**src/rtl/core/assert_macros.svh**
```systemverilog
// assertion macros for the rtl files
`ifndef ASSERT_MACROS_SVH
`define ASSERT_MACROS_SVH

// checked on every rising edge outside reset
`define ASSERT_CLK(label, prop, msg) \
  label: assert property (@(posedge clk) disable iff (rst) (prop)) else $error(msg);

// checked on every rising edge, reset included
`define ASSERT_ALWAYS(label, prop, msg) \
  label: assert property (@(posedge clk) (prop)) else $error(msg);

`endif

```
**src/rtl/core/esa_pkg.sv**
```systemverilog
// shared opcode and funct codes and the alu result type
package esa_pkg;

  localparam int unsigned DataW   = 32;
  localparam int unsigned OpW     = 6;
  localparam int unsigned ImmW    = 16;
  localparam int unsigned ShamtW  = 5;

  // opcodes
  localparam logic [OpW-1:0] OP_RTYPE = 6'd0;
  localparam logic [OpW-1:0] OP_JAL   = 6'd3;
  localparam logic [OpW-1:0] OP_ADDI  = 6'd8;
  localparam logic [OpW-1:0] OP_ADDIU = 6'd9;
  localparam logic [OpW-1:0] OP_SLTI  = 6'd10;
  localparam logic [OpW-1:0] OP_ANDI  = 6'd12;
  localparam logic [OpW-1:0] OP_ORI   = 6'd13;
  localparam logic [OpW-1:0] OP_NORI  = 6'd14;
  localparam logic [OpW-1:0] OP_LUI   = 6'd15;
  localparam logic [OpW-1:0] OP_LB    = 6'd32;
  localparam logic [OpW-1:0] OP_LH    = 6'd33;
  localparam logic [OpW-1:0] OP_LW    = 6'd35;
  localparam logic [OpW-1:0] OP_LBU   = 6'd36;
  localparam logic [OpW-1:0] OP_LHU   = 6'd37;
  localparam logic [OpW-1:0] OP_SB    = 6'd40;
  localparam logic [OpW-1:0] OP_SH    = 6'd41;
  localparam logic [OpW-1:0] OP_SW    = 6'd43;

  // r-type funct codes
  localparam logic [5:0] FN_SLL  = 6'd0;
  localparam logic [5:0] FN_SRL  = 6'd2;
  localparam logic [5:0] FN_SRA  = 6'd3;
  localparam logic [5:0] FN_ADD  = 6'd32;
  localparam logic [5:0] FN_ADDU = 6'd33;
  localparam logic [5:0] FN_SUB  = 6'd34;
  localparam logic [5:0] FN_AND  = 6'd36;
  localparam logic [5:0] FN_OR   = 6'd37;
  localparam logic [5:0] FN_XOR  = 6'd38;
  localparam logic [5:0] FN_NOR  = 6'd39;
  localparam logic [5:0] FN_NAND = 6'd40;
  localparam logic [5:0] FN_SLT  = 6'd42;

  localparam logic [DataW-1:0] LinkOffset = 32'd4;

  typedef struct packed {
    logic [DataW-1:0] result;
    logic             overflow;
    logic             has_result;
  } alu_out_t;

endpackage

```
**src/rtl/core/esa_alu.sv**
```systemverilog
// combinational alu: one shared adder, logic unit, compare and shifter
module esa_alu (
  input  logic [esa_pkg::OpW-1:0]   opcode,
  input  logic [esa_pkg::ImmW-1:0]  instr_low,
  input  logic [esa_pkg::DataW-1:0] rs_value,
  input  logic [esa_pkg::DataW-1:0] rt_value,
  input  logic [esa_pkg::DataW-1:0] pc,
  output esa_pkg::alu_out_t         alu_out
);
  import esa_pkg::*;

  logic [5:0]        funct;
  logic [ShamtW-1:0] shamt;
  logic [DataW-1:0]  zimm;
  logic [DataW-1:0]  simm;
  logic              rtype;
  logic              is_sub;
  logic [DataW-1:0]  add_a;
  logic [DataW-1:0]  add_b;
  logic [DataW-1:0]  add_bx;
  logic [DataW-1:0]  sum;
  logic              sum_ovf;
  logic [DataW-1:0]  cmp_b;
  logic              less;

  assign funct  = instr_low[5:0];
  assign shamt  = instr_low[10:6];
  assign zimm   = {{(DataW-ImmW){1'b0}}, instr_low};
  assign simm   = {{(DataW-ImmW){instr_low[ImmW-1]}}, instr_low};
  assign rtype  = (opcode == OP_RTYPE);
  assign is_sub = rtype && (funct == FN_SUB);

  // one adder serves add, sub, immediate adds, addresses and the link
  assign add_a  = (opcode == OP_JAL) ? pc : rs_value;
  assign add_b  = rtype ? rt_value : ((opcode == OP_JAL) ? LinkOffset : simm);
  assign add_bx = add_b ^ {DataW{is_sub}};
  assign sum    = add_a + add_bx + {{(DataW-1){1'b0}}, is_sub};
  // sign rule on the effective addend covers both add and subtract
  assign sum_ovf = (add_a[DataW-1] ^ sum[DataW-1]) & (add_bx[DataW-1] ^ sum[DataW-1]);

  assign cmp_b = rtype ? rt_value : simm;
  assign less  = ($signed(rs_value) < $signed(cmp_b));

  always_comb begin
    alu_out = '0;
    alu_out.has_result = 1'b1;
    unique case (opcode)
      OP_RTYPE: begin
        unique case (funct)
          FN_ADD: begin
            alu_out.result   = sum;
            alu_out.overflow = sum_ovf;
          end
          FN_ADDU: alu_out.result = sum;
          FN_SUB: begin
            alu_out.result   = sum;
            alu_out.overflow = sum_ovf;
          end
          FN_AND:  alu_out.result = rs_value & rt_value;
          FN_OR:   alu_out.result = rs_value | rt_value;
          FN_XOR:  alu_out.result = rs_value ^ rt_value;
          FN_NOR:  alu_out.result = ~(rs_value | rt_value);
          FN_NAND: alu_out.result = ~(rs_value & rt_value);
          FN_SLT:  alu_out.result = {{(DataW-1){1'b0}}, less};
          FN_SLL:  alu_out.result = rt_value << shamt;
          FN_SRL:  alu_out.result = rt_value >> shamt;
          FN_SRA:  alu_out.result = DataW'($signed(rt_value) >>> shamt);
          default: alu_out.has_result = 1'b0;
        endcase
      end
      OP_ADDI, OP_LB, OP_LH, OP_LW, OP_LBU, OP_LHU, OP_SB, OP_SH, OP_SW: begin
        alu_out.result   = sum;
        alu_out.overflow = sum_ovf;
      end
      OP_ADDIU: alu_out.result = sum;
      OP_SLTI:  alu_out.result = {{(DataW-1){1'b0}}, less};
      OP_ANDI:  alu_out.result = rs_value & zimm;
      OP_ORI:   alu_out.result = rs_value | zimm;
      OP_NORI:  alu_out.result = ~(rs_value | zimm);
      OP_LUI:   alu_out.result = {instr_low, {(DataW-ImmW){1'b0}}};
      OP_JAL:   alu_out.result = sum;
      default:  alu_out.has_result = 1'b0;
    endcase
  end

endmodule

```
**src/rtl/core/execute_stage_alu.sv**
```systemverilog
// execute-stage alu: input register, single-pass alu, result register
// an input transfer is captured in the input register, and its result then moves into the
// result register, where out_valid rises, once that register is empty or being drained
// throughput: one item per cycle; while a finished result waits in the result register
// the input register takes one more item and then stalls the input
// reset clears both stage valid bits; operand and result data are not reset
module execute_stage_alu (
  input  logic                      clk,
  input  logic                      rst,
  input  logic                      in_valid,
  output logic                      in_stall,
  input  logic [esa_pkg::OpW-1:0]   opcode,
  input  logic [esa_pkg::ImmW-1:0]  instr_low,
  input  logic [esa_pkg::DataW-1:0] rs_value,
  input  logic [esa_pkg::DataW-1:0] rt_value,
  input  logic [esa_pkg::DataW-1:0] pc,
  output logic                      out_valid,
  input  logic                      out_stall,
  output logic [esa_pkg::DataW-1:0] result,
  output logic                      overflow,
  output logic                      has_result
);
  import esa_pkg::*;
  `include "assert_macros.svh"

  logic             s1_valid;
  logic [OpW-1:0]   s1_opcode;
  logic [ImmW-1:0]  s1_instr_low;
  logic [DataW-1:0] s1_rs_value;
  logic [DataW-1:0] s1_rt_value;
  logic [DataW-1:0] s1_pc;
  alu_out_t         alu_out;
  logic             advance;

  // the result register can take a new value when empty or being drained
  assign advance  = !out_valid || !out_stall;
  assign in_stall = s1_valid && !advance;

  always_ff @(posedge clk) begin
    if (rst) begin
      s1_valid <= 1'b0;
    end else if (!in_stall) begin
      s1_valid <= in_valid;
    end
  end

  always_ff @(posedge clk) begin
    if (in_valid && !in_stall) begin
      s1_opcode    <= opcode;
      s1_instr_low <= instr_low;
      s1_rs_value  <= rs_value;
      s1_rt_value  <= rt_value;
      s1_pc        <= pc;
    end
  end

  esa_alu u_alu (
    .opcode    (s1_opcode),
    .instr_low (s1_instr_low),
    .rs_value  (s1_rs_value),
    .rt_value  (s1_rt_value),
    .pc        (s1_pc),
    .alu_out   (alu_out)
  );

  always_ff @(posedge clk) begin
    if (rst) begin
      out_valid <= 1'b0;
    end else if (advance) begin
      out_valid <= s1_valid;
    end
  end

  always_ff @(posedge clk) begin
    if (advance && s1_valid) begin
      result     <= alu_out.result;
      overflow   <= alu_out.overflow;
      has_result <= alu_out.has_result;
    end
  end

  `ASSERT_ALWAYS(a_reset_clears, rst |=> !out_valid && !s1_valid, "valid bits not cleared by reset")
  `ASSERT_CLK(a_no_result_zero, out_valid && !has_result |-> result == '0 && !overflow, "no-result item carries data")
  `ASSERT_CLK(a_ovf_needs_result, out_valid && overflow |-> has_result, "overflow without a result")
  `ASSERT_CLK(a_s1_held, s1_valid && out_valid && out_stall |=> s1_valid, "input stage lost an item")
  `ASSERT_CLK(a_stall_only_full, in_stall |-> s1_valid && out_valid && out_stall, "input stalled without backpressure")

endmodule

```
**config.mk**
```make
export PLATFORM = sky130hd
export DESIGN_NAME = execute_stage_alu
export DESIGN_NICKNAME = d
export VERILOG_FILES = /design/src/rtl/core/esa_pkg.sv /design/src/rtl/core/esa_alu.sv /design/src/rtl/core/execute_stage_alu.sv
export VERILOG_INCLUDE_DIRS = /design/src /design/src/rtl/core
export SDC_FILE = /design/constraint.sdc
export NUM_CORES = 1
export LEC_CHECK = 0
export BUFFER_PORTS_ARGS = -buffer_cell sky130_fd_sc_hd__buf_4
export CAP_MARGIN = 5
export CORE_MARGIN = 2
export CORE_UTILIZATION = 54
export DETAILED_ROUTE_END_ITERATION = 6
export PLACE_DENSITY = 0.73
export RECOVER_POWER = 50
export SYNTH_ARGS = -nofsm -noshare
export SYNTH_HDL_FRONTEND = slang
export SYNTH_SLANG_ARGS = --single-unit
```
**constraint.sdc**
```tcl
create_clock -name clk -period 9 [get_ports clk]
set_input_delay 0.45 -clock clk [delete_from_list [all_inputs] [get_ports clk]]
set_output_delay 0.45 -clock clk [all_outputs]
set_load 0.01 [all_outputs]
```
* After elaboration in Yosys (flattened, before gate mapping)
Index checks and enable logic that the tools add are counted.
** Cells by class
- Order comparisons :: 1
- Shift-type cells :: 3
- Muxes and demuxes :: 10
- Add/subtract/negate cells :: 2
- Eq/ne operators :: 27
- Reduce and logical (&&, ||, !) cells :: 17
- Bitwise gates (word level) :: 12
** Operators with widths (count)
- $pmux 32 s10 :: 1
- $pmux 32 s7 :: 1
- $mux 32 :: 4
- $eq 6x6->1 const B :: 17
- $not 32->32 :: 3
- $xor 32x32->32 :: 2
- $eq 6x4->1 const B :: 7
- $add 32x1->32 :: 1
- $add 32x32->32 :: 1
- $and 32x16->32 :: 1
- $and 32x32->32 :: 1
- $lt 32x32->1 :: 1
- $or 32x16->32 :: 1
- $or 32x32->32 :: 1
- $shl 32x5->32 :: 1
- $shr 32x5->32 :: 1
- $sshr 32x5->32 :: 1
- $eq 6x2->1 const B :: 3
- $reduce_or 16->1 :: 1
- $logic_not 6->1 :: 2
- $reduce_or 12->1 :: 1
- $reduce_or 11->1 :: 1
- $reduce_or 9->1 :: 1
- $logic_and 1x1->1 :: 4
- 8 further kinds :: 14
** Word-level totals
- Bits in registers :: 154

* Longest topological paths before layout
Gate-level depths: netlist of the first run.
- Word-level depth :: 10
- Gate-level depth with buffers :: 19

* By module
Synthesis of the first run repeated with hierarchy kept, for this count alone.
** Second synthesis, totals
- Cells, all modules :: 1687
- Area total of the unflattened synthesis :: 15397.3 µm²
** Modules (own cells, without submodules)
- esa_alu :: seq. area each 0.0 µm², area an instance 10746.6 µm², instances 1, cells each 1525
- execute_stage_alu :: seq. area each 4604.4 µm², area an instance 4650.7 µm², instances 1, cells each 162

* Worst setup path after synthesis of the first run
Ideal clock, no wire load.
- Path type :: input port to flip-flop
- Start point :: in out_stall
- End point :: reg s1_instr_low[0], enable pin
- Library setup time :: 0.609 ns
- Arrival :: 5.897 ns
- Path buffers :: 0
- Stages on the path :: 2
- Setup slack :: 2.494 ns
- Cell sequence :: and3_1 > nor2b_1
** Between the ends
- Longest elaborated chain between the ends :: 6
** Ends and longest elaborated chain
- start: declaration :: RTL line execute_stage_alu.sv:18 : input logic out_stall,
- $logic_not 1->1 :: RTL line execute_stage_alu.sv:36 : assign advance = !out_valid || !out_stall;
- $logic_or 1x1->1 :: RTL line execute_stage_alu.sv:36
- $logic_not 1->1 :: RTL line execute_stage_alu.sv:37 : assign in_stall = s1_valid && !advance;
- $logic_and 1x1->1 :: RTL line execute_stage_alu.sv:37
- $logic_not 1->1 :: RTL line execute_stage_alu.sv:48 : if (in_valid && !in_stall) begin
- $logic_and 1x1->1 :: RTL line execute_stage_alu.sv:48
- end signal: assignment :: RTL line execute_stage_alu.sv:50 : s1_instr_low <= instr_low;
- end: declaration :: RTL line execute_stage_alu.sv:28 : logic [ImmW-1:0] s1_instr_low;
No other way between the ends.
A chain may end at the register's enable or synchronous reset.

==> results of run 1 <==
sequential cells by signal, summed over array words and instances, names as in the netlist:
signal	cells
result	32
s1_pc	32
s1_rs_value	32
s1_rt_value	32
s1_instr_low	16
s1_opcode	6
has_result	1
out_valid	1
overflow	1
s1_valid	1
logic make-up after synthesis:
logic type,after synthesis,share of synthesized area (%)
simple gates,422,12.7
fa+ha+maj,126,10.2
compound gates,495,20.9
mux,168,16.3
xor+xnor,82,4.63
flops,154,29.7
buf+inv,216,5.58
metal layers:
layer  wire length (µm)  share of wire [%]  up-vias
li1                   -                  -     6455
met1              21700                 39     6942
met2              25500                 46      846
met3               4940                9.0      186
met4               2910                5.3        4
met5                 27              0.049        -
critical path, cell delays in order, from the launching register on:
cell      delay [ns]
edfxtp_1        0.52
nor4_4          0.60
and2_1          0.21
buf_4           0.40
nand4_1         0.16
buf_4           0.32
xnor2_1         0.22
nor2_1          0.06
ha_1            0.39
a21o_1          0.24
a221oi_2        0.39
o21ai_1         0.17
a31o_2          0.30
a32o_1          0.36
a211oi_1        0.34
nor4b_1         0.10
a211o_1         0.28
area by class of cell:
type / count / area [µm²] / share of cell area (%)
Clock buffer: 18 / 429 / 2.46
Timing Repair Buffer: 190 / 1360 / 7.80
Multi-Input combinational cell: 1293 / 10100 / 57.7
Clock inverter: 14 / 165 / 0.948
Inverter: 87 / 327 / 1.87
Tap cell: 384 / 480 / 2.76
Sequential cell: 154 / 4600 / 26.4
power by group:
part / internal [mW] / switching, mW / leakage, nW
logic: 0.285 / 0.382 / 5.31
registers: 0.841 / 0.0621 / 1.49
clock network: 0.414 / 0.322 / 0.277
total: 1.54 / 0.766 / 7.07
cells in the final DEF, fill, tap and decap left out, types with 5 or more instances in the layout:
master and instances:
o221ai_1 16, nor2_1 168, o311ai_0 5, mux2i_1 88
nand3_1 25, inv_1 83, a211o_1 7, o21bai_1 5
edfxtp_1 152, o21ai_0 87, clkbuf_16 17, clkbuf_4 118
mux4_2 65, nor3_1 34, xnor2_1 78, ha_1 125
clkbuf_1 19, mux2_2 12, and2_1 5, nand2b_1 18
buf_4 54, nor2b_1 10, and3_1 11, a21oi_1 141
o22ai_1 35, a21o_1 41, a221o_1 7, a221oi_1 16
o31ai_1 5, nand2_1 95, or3_1 11, a211oi_1 28
o21ai_1 18, o211ai_1 12, o21a_1 7, nand4_1 19
worst paths after layout:
check	from	to	slack, ns	cells after the start
hold reg to reg	s1_valid	out_valid	0.50	2
hold / removal	rst	s1_valid	0.14	2
setup / recovery	s1_opcode[2]	result[30]	3.68	16
setup reg to reg	s1_opcode[2]	result[30]	3.68	16
==> metrics.yaml, run 1 <==
run_status:
  status: "finished with violations"
  violations: "capacitance limit, slew limit"
logic_synthesis:
  yosysSeqAreaShare_pct: 29.7
  yosysWarnings: 0
  synth_common_cells: "nor2_1 (169), edfxtp_1 (152), a21oi_1 (141), ha_1 (125), nand2_1 (95)"
  syn_avg_cell_area_um2: 9.33
  synth_most_common_cell: "nor2_1"
  ys_ff_latch: 154
  syn_area_um2: 15500
  synth_ff_type: "edfxtp_1"
  synth_cells: 1663
  ys_async_sr_fraction_pct: 0
  synth_top_cell_by_area: "edfxtp_1"
  synthTopCellsByArea: "edfxtp_1 (29%), ha_1 (10%), mux4_2 (9.4%)"
  synth_nets: 1911
  ys_types: 91
  synth_top_area_share_pct: 29.4
  synth_edf_count: 152
clock_tree:
  cts_setup_buffers: 0
  cts_resized: 0
  ctsHoldBuffers: 0
  htree_levels: 4
  clk_pin_slew_ns: 0.07
  cts.path.max_buffers: 2
  cts_tree: "yes"
  cts_made_buffers: 17
  cts-root-buf: "clkbuf_16"
  clock_sinks: 154
  clk-insertion-delay-late_ns: 0.47
routing:
  viasPerCell: 6.74
  ant_nets: 0
  post_drt_wl_per_cell_um: 25.7
  finalWirelength_um: 55000
  drt-initial-drc-count: 1760
  vias: 14400
  dr.pass1.iters: 7
  drc: 0
floorplan:
  boundaryPins: 158
  row_count: 62
  die_area_um2: 30100
  core_area_um2: 28500
  initial_core_util_pct: 54.5
  die_y_um: 173
  die-width_um: 173
placed_design:
  placedCellCount: 2108
  placedInstanceArea_um2: 16900
  gp_congestion: 1.04
  pre_cts_ws_ns: 3.80
  port_buffers: 157
  post-dp-hpwl_um: 41100
timing:
  tightest_slew_ns: 2.16
  period_share_pct: 59.1
  rsz0062_at_grt: "no"
  holdWs_ns: 0.143
  finalSetupTns_ns: 0
  final_max_slew_viol_count: 35
  fin_worst_skew_ns: 0.0152
  max_slew_margin_pct: -43.9
  setup_viol: 0
  hold_viol_final: 0
  fin_ws_ns: 3.68
  clock.fmax_mhz: 188
  min_period_ns: 5.32
grt:
  met1_usage_pct: 47.7
  grt_max_degree: 91
  grt_use_met3_pct: 7.17
  met2_usage_pct: 59.5
  grt_pass1_wl_um: 83600
  grt_pass1_vias: 13600
  antenna_found_initial: 2
  top_usage_layer: "met2"
  grt_overflow_total: 0
  track_usage_pct: 36.8
power_and_ir_drop:
  peakVddDrop_mv: 0.131
  power_density_nw_per_um2: 132
  power.leakage_nw: 7.07
  power_mw: 2.31
layout:
  fin_util_pct: 61.2
  antenna_cells: 0
  drive_above_1_share_pct: 17.7
  syn_to_final_growth_pct: 12.3
  fin_cells: 2140
  postLayoutCellArea_um2: 17400
  fillers: 2483
  nNetsFinal: 1991
worst_setup_path:
  worstPathArrival_ns: 5.54
  worstSetupPathType: "flop to flop"
  critPathRequiredTime_ns: 9.22
  cp-start-kind: "flop"
  critPathCaptureType: "flop"
  worstPathMaxFanout: 36
job:
  max_cap_viol_count: 1
hold_path:
  worstHoldPathType: "input port to flop"
No activity file was read; power rests on OpenSTA's default activity.
==> run 2, diff against run 1 <==
--- a/config.mk
+++ b/config.mk
@@ -11,7 +11,7 @@
 export CORE_MARGIN = 2
 export CORE_UTILIZATION = 54
 export DETAILED_ROUTE_END_ITERATION = 6
-export PLACE_DENSITY = 0.73
+export PLACE_DENSITY = 0.76
 export RECOVER_POWER = 50
 export SYNTH_ARGS = -nofsm -noshare
 export SYNTH_HDL_FRONTEND = slang
==> constraint.sdc (replaced) <==
create_clock -name clk -period 4.4 [get_ports clk]
set_input_delay 0.22 -clock clk [delete_from_list [all_inputs] [get_ports clk]]
set_output_delay 0.22 -clock clk [all_outputs]
set_load 0.01 [all_outputs]
==> metrics.yaml, run 2 (synthesis gave the netlist of run 1 again) <==
clock_tree:
  clk-insertion-delay-late_ns: 0.47  # about the same
  cts-root-buf: "clkbuf_16"
  clock_sinks: 154  # unchanged
  cts.path.max_buffers: 2  # unchanged
  htree_levels: 4  # unchanged
  clk_pin_slew_ns: 0.07  # about the same
  cts_tree: "yes"
  cts_made_buffers: 17  # unchanged
timing:
  fin_worst_skew_ns: 0.0155  # +0.000369 ns
  finalSetupTns_ns: 0  # unchanged
  tightest_slew_ns: 2.10  # -0.0606 ns
  hold_viol_final: 0  # unchanged
  fin_ws_ns: 0.110  # -3.57 ns
  clock.fmax_mhz: 233  # +24%
  period_share_pct: 97.5  # +38 points
  min_period_ns: 4.29  # -1.03 ns
  final_max_slew_viol_count: 35  # unchanged
  max_slew_margin_pct: -39.8  # +4.0 points
  setup_viol: 0  # unchanged
grt:
  antenna_found_initial: 3  # +1
  grt_pass1_vias: 15100  # +11%
  grt_overflow_total: 0  # unchanged
  grt_max_degree: 75  # -18%
  grt_pass1_wl_um: 90500  # +8.3%
  track_usage_pct: 39.8  # +3.0 points
worst_setup_path:
  crit_chain: "nor4_4 -> and2_4 -> buf_6 -> buf_12 -> mux2i_4 -> nor2_1 -> xnor2_1 -> ha_1 -> o211ai_1 -> a21bo_1 -> or4_4 -> o2111a_2 -> o31ai_4 -> a211oi_1 -> o31ai_2"
  critPathRequiredTime_ns: 4.69  # -4.53 ns
  crit_buf_inv: 2  # unchanged
  crit_family: "compound AO/OA/AOI/OAI gates"
  worstSetupPathType: "flop to flop"
  critPathCaptureType: "flop"
  worstPathArrival_ns: 4.58  # -0.96 ns
  critical_path.max_stage_delay_ns: 0.57  # -0.03 ns
  cp_slowest_cell: "or4_4"
  worstPathMaxFanout: 7  # -81%
  cp-start-kind: "flop"
routing:
  wl_met2_um: 27700  # +8.5%
  drc: 0  # unchanged
  routed.top_layer: "met5"
  ant_nets: 0  # unchanged
  wl_met3_um: 6040  # +22%
  finalWirelength_um: 60400  # +9.7%
  post_drt_wl_per_cell_um: 25.7  # about the same
  dr.pass1.iters: 6  # -1
  drt-initial-drc-count: 1862  # +5.8%
  viasPerCell: 6.62  # -1.8%
  wl_met1_um: 22600  # +4.4%
  vias: 15500  # +7.7%
layout:
  nNetsFinal: 2196  # +10%
  drive_above_1_share_pct: 20.0  # +2.3 points
  syn_to_final_growth_pct: 25.2
  fin_cells: 2347  # +9.7%
  postLayoutCellArea_um2: 19400  # +11%
  layout_common_cells: "nor2_1 (168), edfxtp_1 (152), a21oi_1 (137), ha_1 (125), dlygate4sd3_1 (120)"
  final_common_cell: "nor2_1"
floorplan:
  initial_core_util_pct: 54.5  # unchanged
  die_y_um: 173  # unchanged
  boundaryPins: 158  # unchanged
  die_area_um2: 30100  # unchanged
  row_count: 62  # unchanged
  core_area_um2: 28500  # unchanged
  die-width_um: 173  # unchanged
placed_design:
  post-dp-hpwl_um: 43300  # +5.3%
  placedInstanceArea_um2: 17400  # +3.1%
  gp_congestion: 1.05  # +0.59%
  placedCellCount: 2171  # +3.0%
  pre_cts_ws_ns: -0.00709  # -3.80 ns
  port_buffers: 157  # unchanged
power_and_ir_drop:
  swShare_pct: 34.5  # +1.3 points
  power.leakage_nw: 7.97  # +13%
  peakVddDrop_mv: 0.285  # +120%
  p_clk_share_pct: 29.6  # -2.3 points
  pwr-share-comb_pct: 32.4  # +3.5 points
  p_seq_share_pct: 38.0  # -1.2 points
  power_density_nw_per_um2: 250  # +89%
  power_switching_mw: 1.68  # +120%
  p_int_mw: 3.18  # +110%
hold_path:
  worstHoldPathType: "input port to flop"
run_status:
  status: "finished with violations"
  violations: "capacitance limit, slew limit"
job:
  max_cap_viol_count: 1  # unchanged
-- run 2: cell types whose count changed in the layout (fill, tap and decap cells not counted), sizes merged, moves of 5 or more --
| cell | delta |
|---|---|
| dlygate4sd3 | +120 |
| clkbuf | +20 |
| buf | +64 |
| inv | +5 |
-- run 2: path summary, 6_finish.rpt --
check	endpoint	slack, ns	depth (start not counted)	from
setup / recovery	result[27]	0.11	15	s1_opcode[4]
hold / removal	out_valid	0.02	3	out_stall
setup reg to reg	result[27]	0.11	15	s1_opcode[4]
hold reg to reg	out_valid	0.51	2	s1_valid
-- run 2: timing repair --
item / in CTS / in global routing
cloned: 0 / 3
hold endpoints to repair: 120 / 0
pin swaps: 0 / 19
buffers inserted: 0 / 19
hold buffers: 120 / 0
gates resized for setup: 1 / 35
endpoints found under the setup margin: 3 / 13
-- run 2: tightest hold or removal path, cell delays in order --
cell and delay, ns:
buf_4 0.09, a21oi_1 0.05, nor2_1 0.08
-- run 2: area by class of cell --
type                       instances  area [µm²]
multi-input combinational       1293       10200
fill                            2249        9050
sequential                       154        4600
timing repair buffer             395        3250
tap                              384         480
clock buffer                      17         425
inverter                          87         327
clock inverter                    15         129
antenna                            2        5.00
-- run 2: metal layers --
| metal | up-vias | global-route usage, % |
|---|---|---|
| met5 | - | 0 |
| met4 | 4 | 24.4 |
| met3 | 241 | 9.85 |
| met2 | 980 | 63.1 |
| met1 | 7454 | 49.1 |
| li1 | 6866 | - |
-- run 2: power by group through the flow --
stage	sequential [mW]	clock (mW)	combinational (mW)
floorplan	1.82	0	0.936
global placement	1.87	0	1.40
detailed placement	1.87	0	1.42
CTS	1.84	1.43	1.52
global route	1.85	1.50	1.69
finish	1.85	1.44	1.57
-- run 2: through the flow --
| stage | hold slack (ns) | power (mW) | util, % |
|---|---|---|---|
| after floorplan | 0.292 | 2.76 | - |
| after global routing | 0.0383 | 5.04 | 68.2 |
| after global placement | 0.389 | 3.27 | 61.2 |
| after CTS | 0.0313 | 4.79 | 67.4 |
| final | 0.0173 | 4.86 | 68.2 |
| after detailed placement | 0.391 | 3.29 | 61.2 |
==> run 3, diff against run 2 <==
--- a/config.mk
+++ b/config.mk
@@ -9,9 +9,10 @@
 export BUFFER_PORTS_ARGS = -buffer_cell sky130_fd_sc_hd__buf_4
 export CAP_MARGIN = 5
 export CORE_MARGIN = 2
-export CORE_UTILIZATION = 54
+export CORE_UTILIZATION = 49
 export DETAILED_ROUTE_END_ITERATION = 6
-export PLACE_DENSITY = 0.76
+export GPL_TIMING_DRIVEN = 1
+export PLACE_DENSITY_LB_ADDON = 0.1
 export RECOVER_POWER = 50
 export SYNTH_ARGS = -nofsm -noshare
 export SYNTH_HDL_FRONTEND = slang
==> metrics.yaml, run 3 (synthesis gave the netlist of run 1 again) <==
clock_tree:
  cts_tree: "yes"
  clk-insertion-delay-late_ns: 0.47  # about the same
  htree_levels: 4  # unchanged
  cts_made_buffers: 17  # unchanged
  clock_sinks: 154  # unchanged
  clk_pin_slew_ns: 0.07  # about the same
  cts.path.max_buffers: 2  # unchanged
  cts-root-buf: "clkbuf_16"
timing:
  hold_viol_final: 0  # unchanged
  clock.fmax_mhz: 238  # +2.0%
  tightest_slew_ns: 2.20  # +0.107 ns
  rsz0062_at_grt: "yes"
  min_period_ns: 4.21  # -0.0825 ns
  finalSetupTns_ns: 0  # unchanged
  period_share_pct: 95.6  # -1.9 points
  max_slew_margin_pct: -47.0  # -7.1 points
  setup_viol: 0  # unchanged
  fin_worst_skew_ns: 0.0117  # -0.00382 ns
  final_max_slew_viol_count: 35  # unchanged
floorplan:
  boundaryPins: 158  # unchanged
  core_area_um2: 31400  # +10%
  row_count: 65  # +4.8%
  die_y_um: 182  # +4.9%
  initial_core_util_pct: 49.4  # -5.1 points
  die-width_um: 182  # +4.9%
  die_area_um2: 33100  # +10%
power_and_ir_drop:
  peakVddDrop_mv: 0.316  # +11%
  power.leakage_nw: 7.90  # -0.85%
  power_density_nw_per_um2: 249  # -0.24%
run_status:
  status: "finished with violations"
  violations: "capacitance limit, slew limit"
placed_design:
  post-dp-hpwl_um: 45000  # +4.0%
  gp_congestion: 1.01  # -3.4%
  placedCellCount: 2197  # +1.2%
  placedInstanceArea_um2: 17500  # +0.62%
  port_buffers: 157  # unchanged
worst_setup_path:
  worstSetupPathType: "flop to flop"
  worstPathMaxFanout: 48  # +41
  cp-start-kind: "flop"
  worstPathArrival_ns: 4.41  # -0.17 ns
  critPathRequiredTime_ns: 4.60  # -0.09 ns
  reg2reg_slack_ns: 0.19  # +0.08 ns
  critPathCaptureType: "flop"
routing:
  viasPerCell: 6.50  # -1.9%
  drc: 0  # unchanged
  dr.pass1.iters: 7  # +1
  post_drt_wl_per_cell_um: 26.0  # +1.1%
  finalWirelength_um: 61300  # +1.5%
  drt-initial-drc-count: 1814  # -2.6%
  vias: 15300  # -1.5%
  ant_nets: 0  # unchanged
grt:
  track_usage_pct: 37.1  # -2.8 points
  grt_pass1_vias: 14800  # -2.0%
  grt_overflow_total: 0  # unchanged
  grt_pass1_wl_um: 90800  # +0.40%
  antenna_found_initial: 2  # -1
  grt_max_degree: 119  # +59%
layout:
  fillers: 2742  # +22%
  postLayoutCellArea_um2: 19300  # -0.78%
  nNetsFinal: 2187  # -0.41%
  fin_cells: 2355  # +0.34%
  syn_to_final_growth_pct: 24.2
  fin_util_pct: 61.4  # -6.8 points
  final_common_cell: "nor2_1"
  layout_common_cells: "nor2_1 (168), edfxtp_1 (152), a21oi_1 (141), ha_1 (123), dlygate4sd3_1 (120)"
  drive_above_1_share_pct: 19.6  # -0.42 points
hold_path:
  worstHoldPathType: "input port to flop"
job:
  max_cap_viol_count: 1  # unchanged
==> run 3: cell count changes in the layout (fill, tap and decap cells not counted), sizes merged <==
cell      change
buf           -6
clkbuf        -2
clkinv        +1
clkinvlp      +1
diode         -1
inv           -3
==> run 3: where the power goes <==
part | internal, mW | switching, mW
clock | 0.732 | 0.672
combinational | 0.710 | 0.838
sequential | 1.72 | 0.133
==> run 3: cell type report <==
type	instances	area (µm²)	share of cell area (%)
multi-input combinational	1293	10100	52.7
sequential	154	4600	23.9
timing repair buffer	386	3140	16.3
tap	402	503	2.61
clock buffer	18	429	2.23
inverter	87	327	1.70
clock inverter	14	115	0.598
antenna	1	2.50	0.0130
==> run 3: path summary, 6_finish.rpt <==
check	start	end	depth (start not counted)
worst min-delay path	out_stall	out_valid	3
worst max-delay path	s1_opcode[4]	result[29]	15
worst min register to register	s1_valid	out_valid	2
worst max register to register	s1_opcode[4]	result[29]	15
==> run 3: per-stage QoR <==
stage / hold slack, ns / power [mW] / worst slack, ns
floorplan: 0.292 / 2.76 / 0.0451
global placement: 0.391 / 3.29 / 0.0467
detailed placement: 0.394 / 3.30 / -0.0417
CTS: 0.0302 / 4.80 / 0.0264
global route: 0.0762 / 5.01 / -0.00386
finish: 0.0157 / 4.81 / 0.193
==> run 3: critical path, cell delays in order, from the launching register on <==
cell	delay, ns
edfxtp_1	0.45
nor4_4	0.34
buf_4	0.21
and3_4	0.26
buf_12	0.16
buf_12	0.22
o21ai_0	0.11
ha_1	0.42
a21o_1	0.23
or3_1	0.32
nor2_1	0.12
a211o_1	0.20
o2111a_2	0.32
nor2_1	0.12
o311ai_1	0.32
o311ai_1	0.14
==> run 3: routing by layer <==
layer	part of all wire (%)	vias to the layer above	global-route usage (%)	routed length, µm
li1	-	6851	-	-
met1	40	7458	47.7	24500
met2	46	835	59.0	27900
met3	9.8	159	8.70	6010
met4	4.6	4	17.7	2840
met5	0.13	-	1.33	78
==> run 3: what timing repair did <==
action                                  in CTS  in global routing
endpoints found under the setup margin       5                 16
pin swaps                                    0                  9
gates cloned                                 0                  0
hold buffers                               120                  0
setup buffers                                0                  5
hold endpoints to repair                   120                  0
gates resized for setup                      1                 24
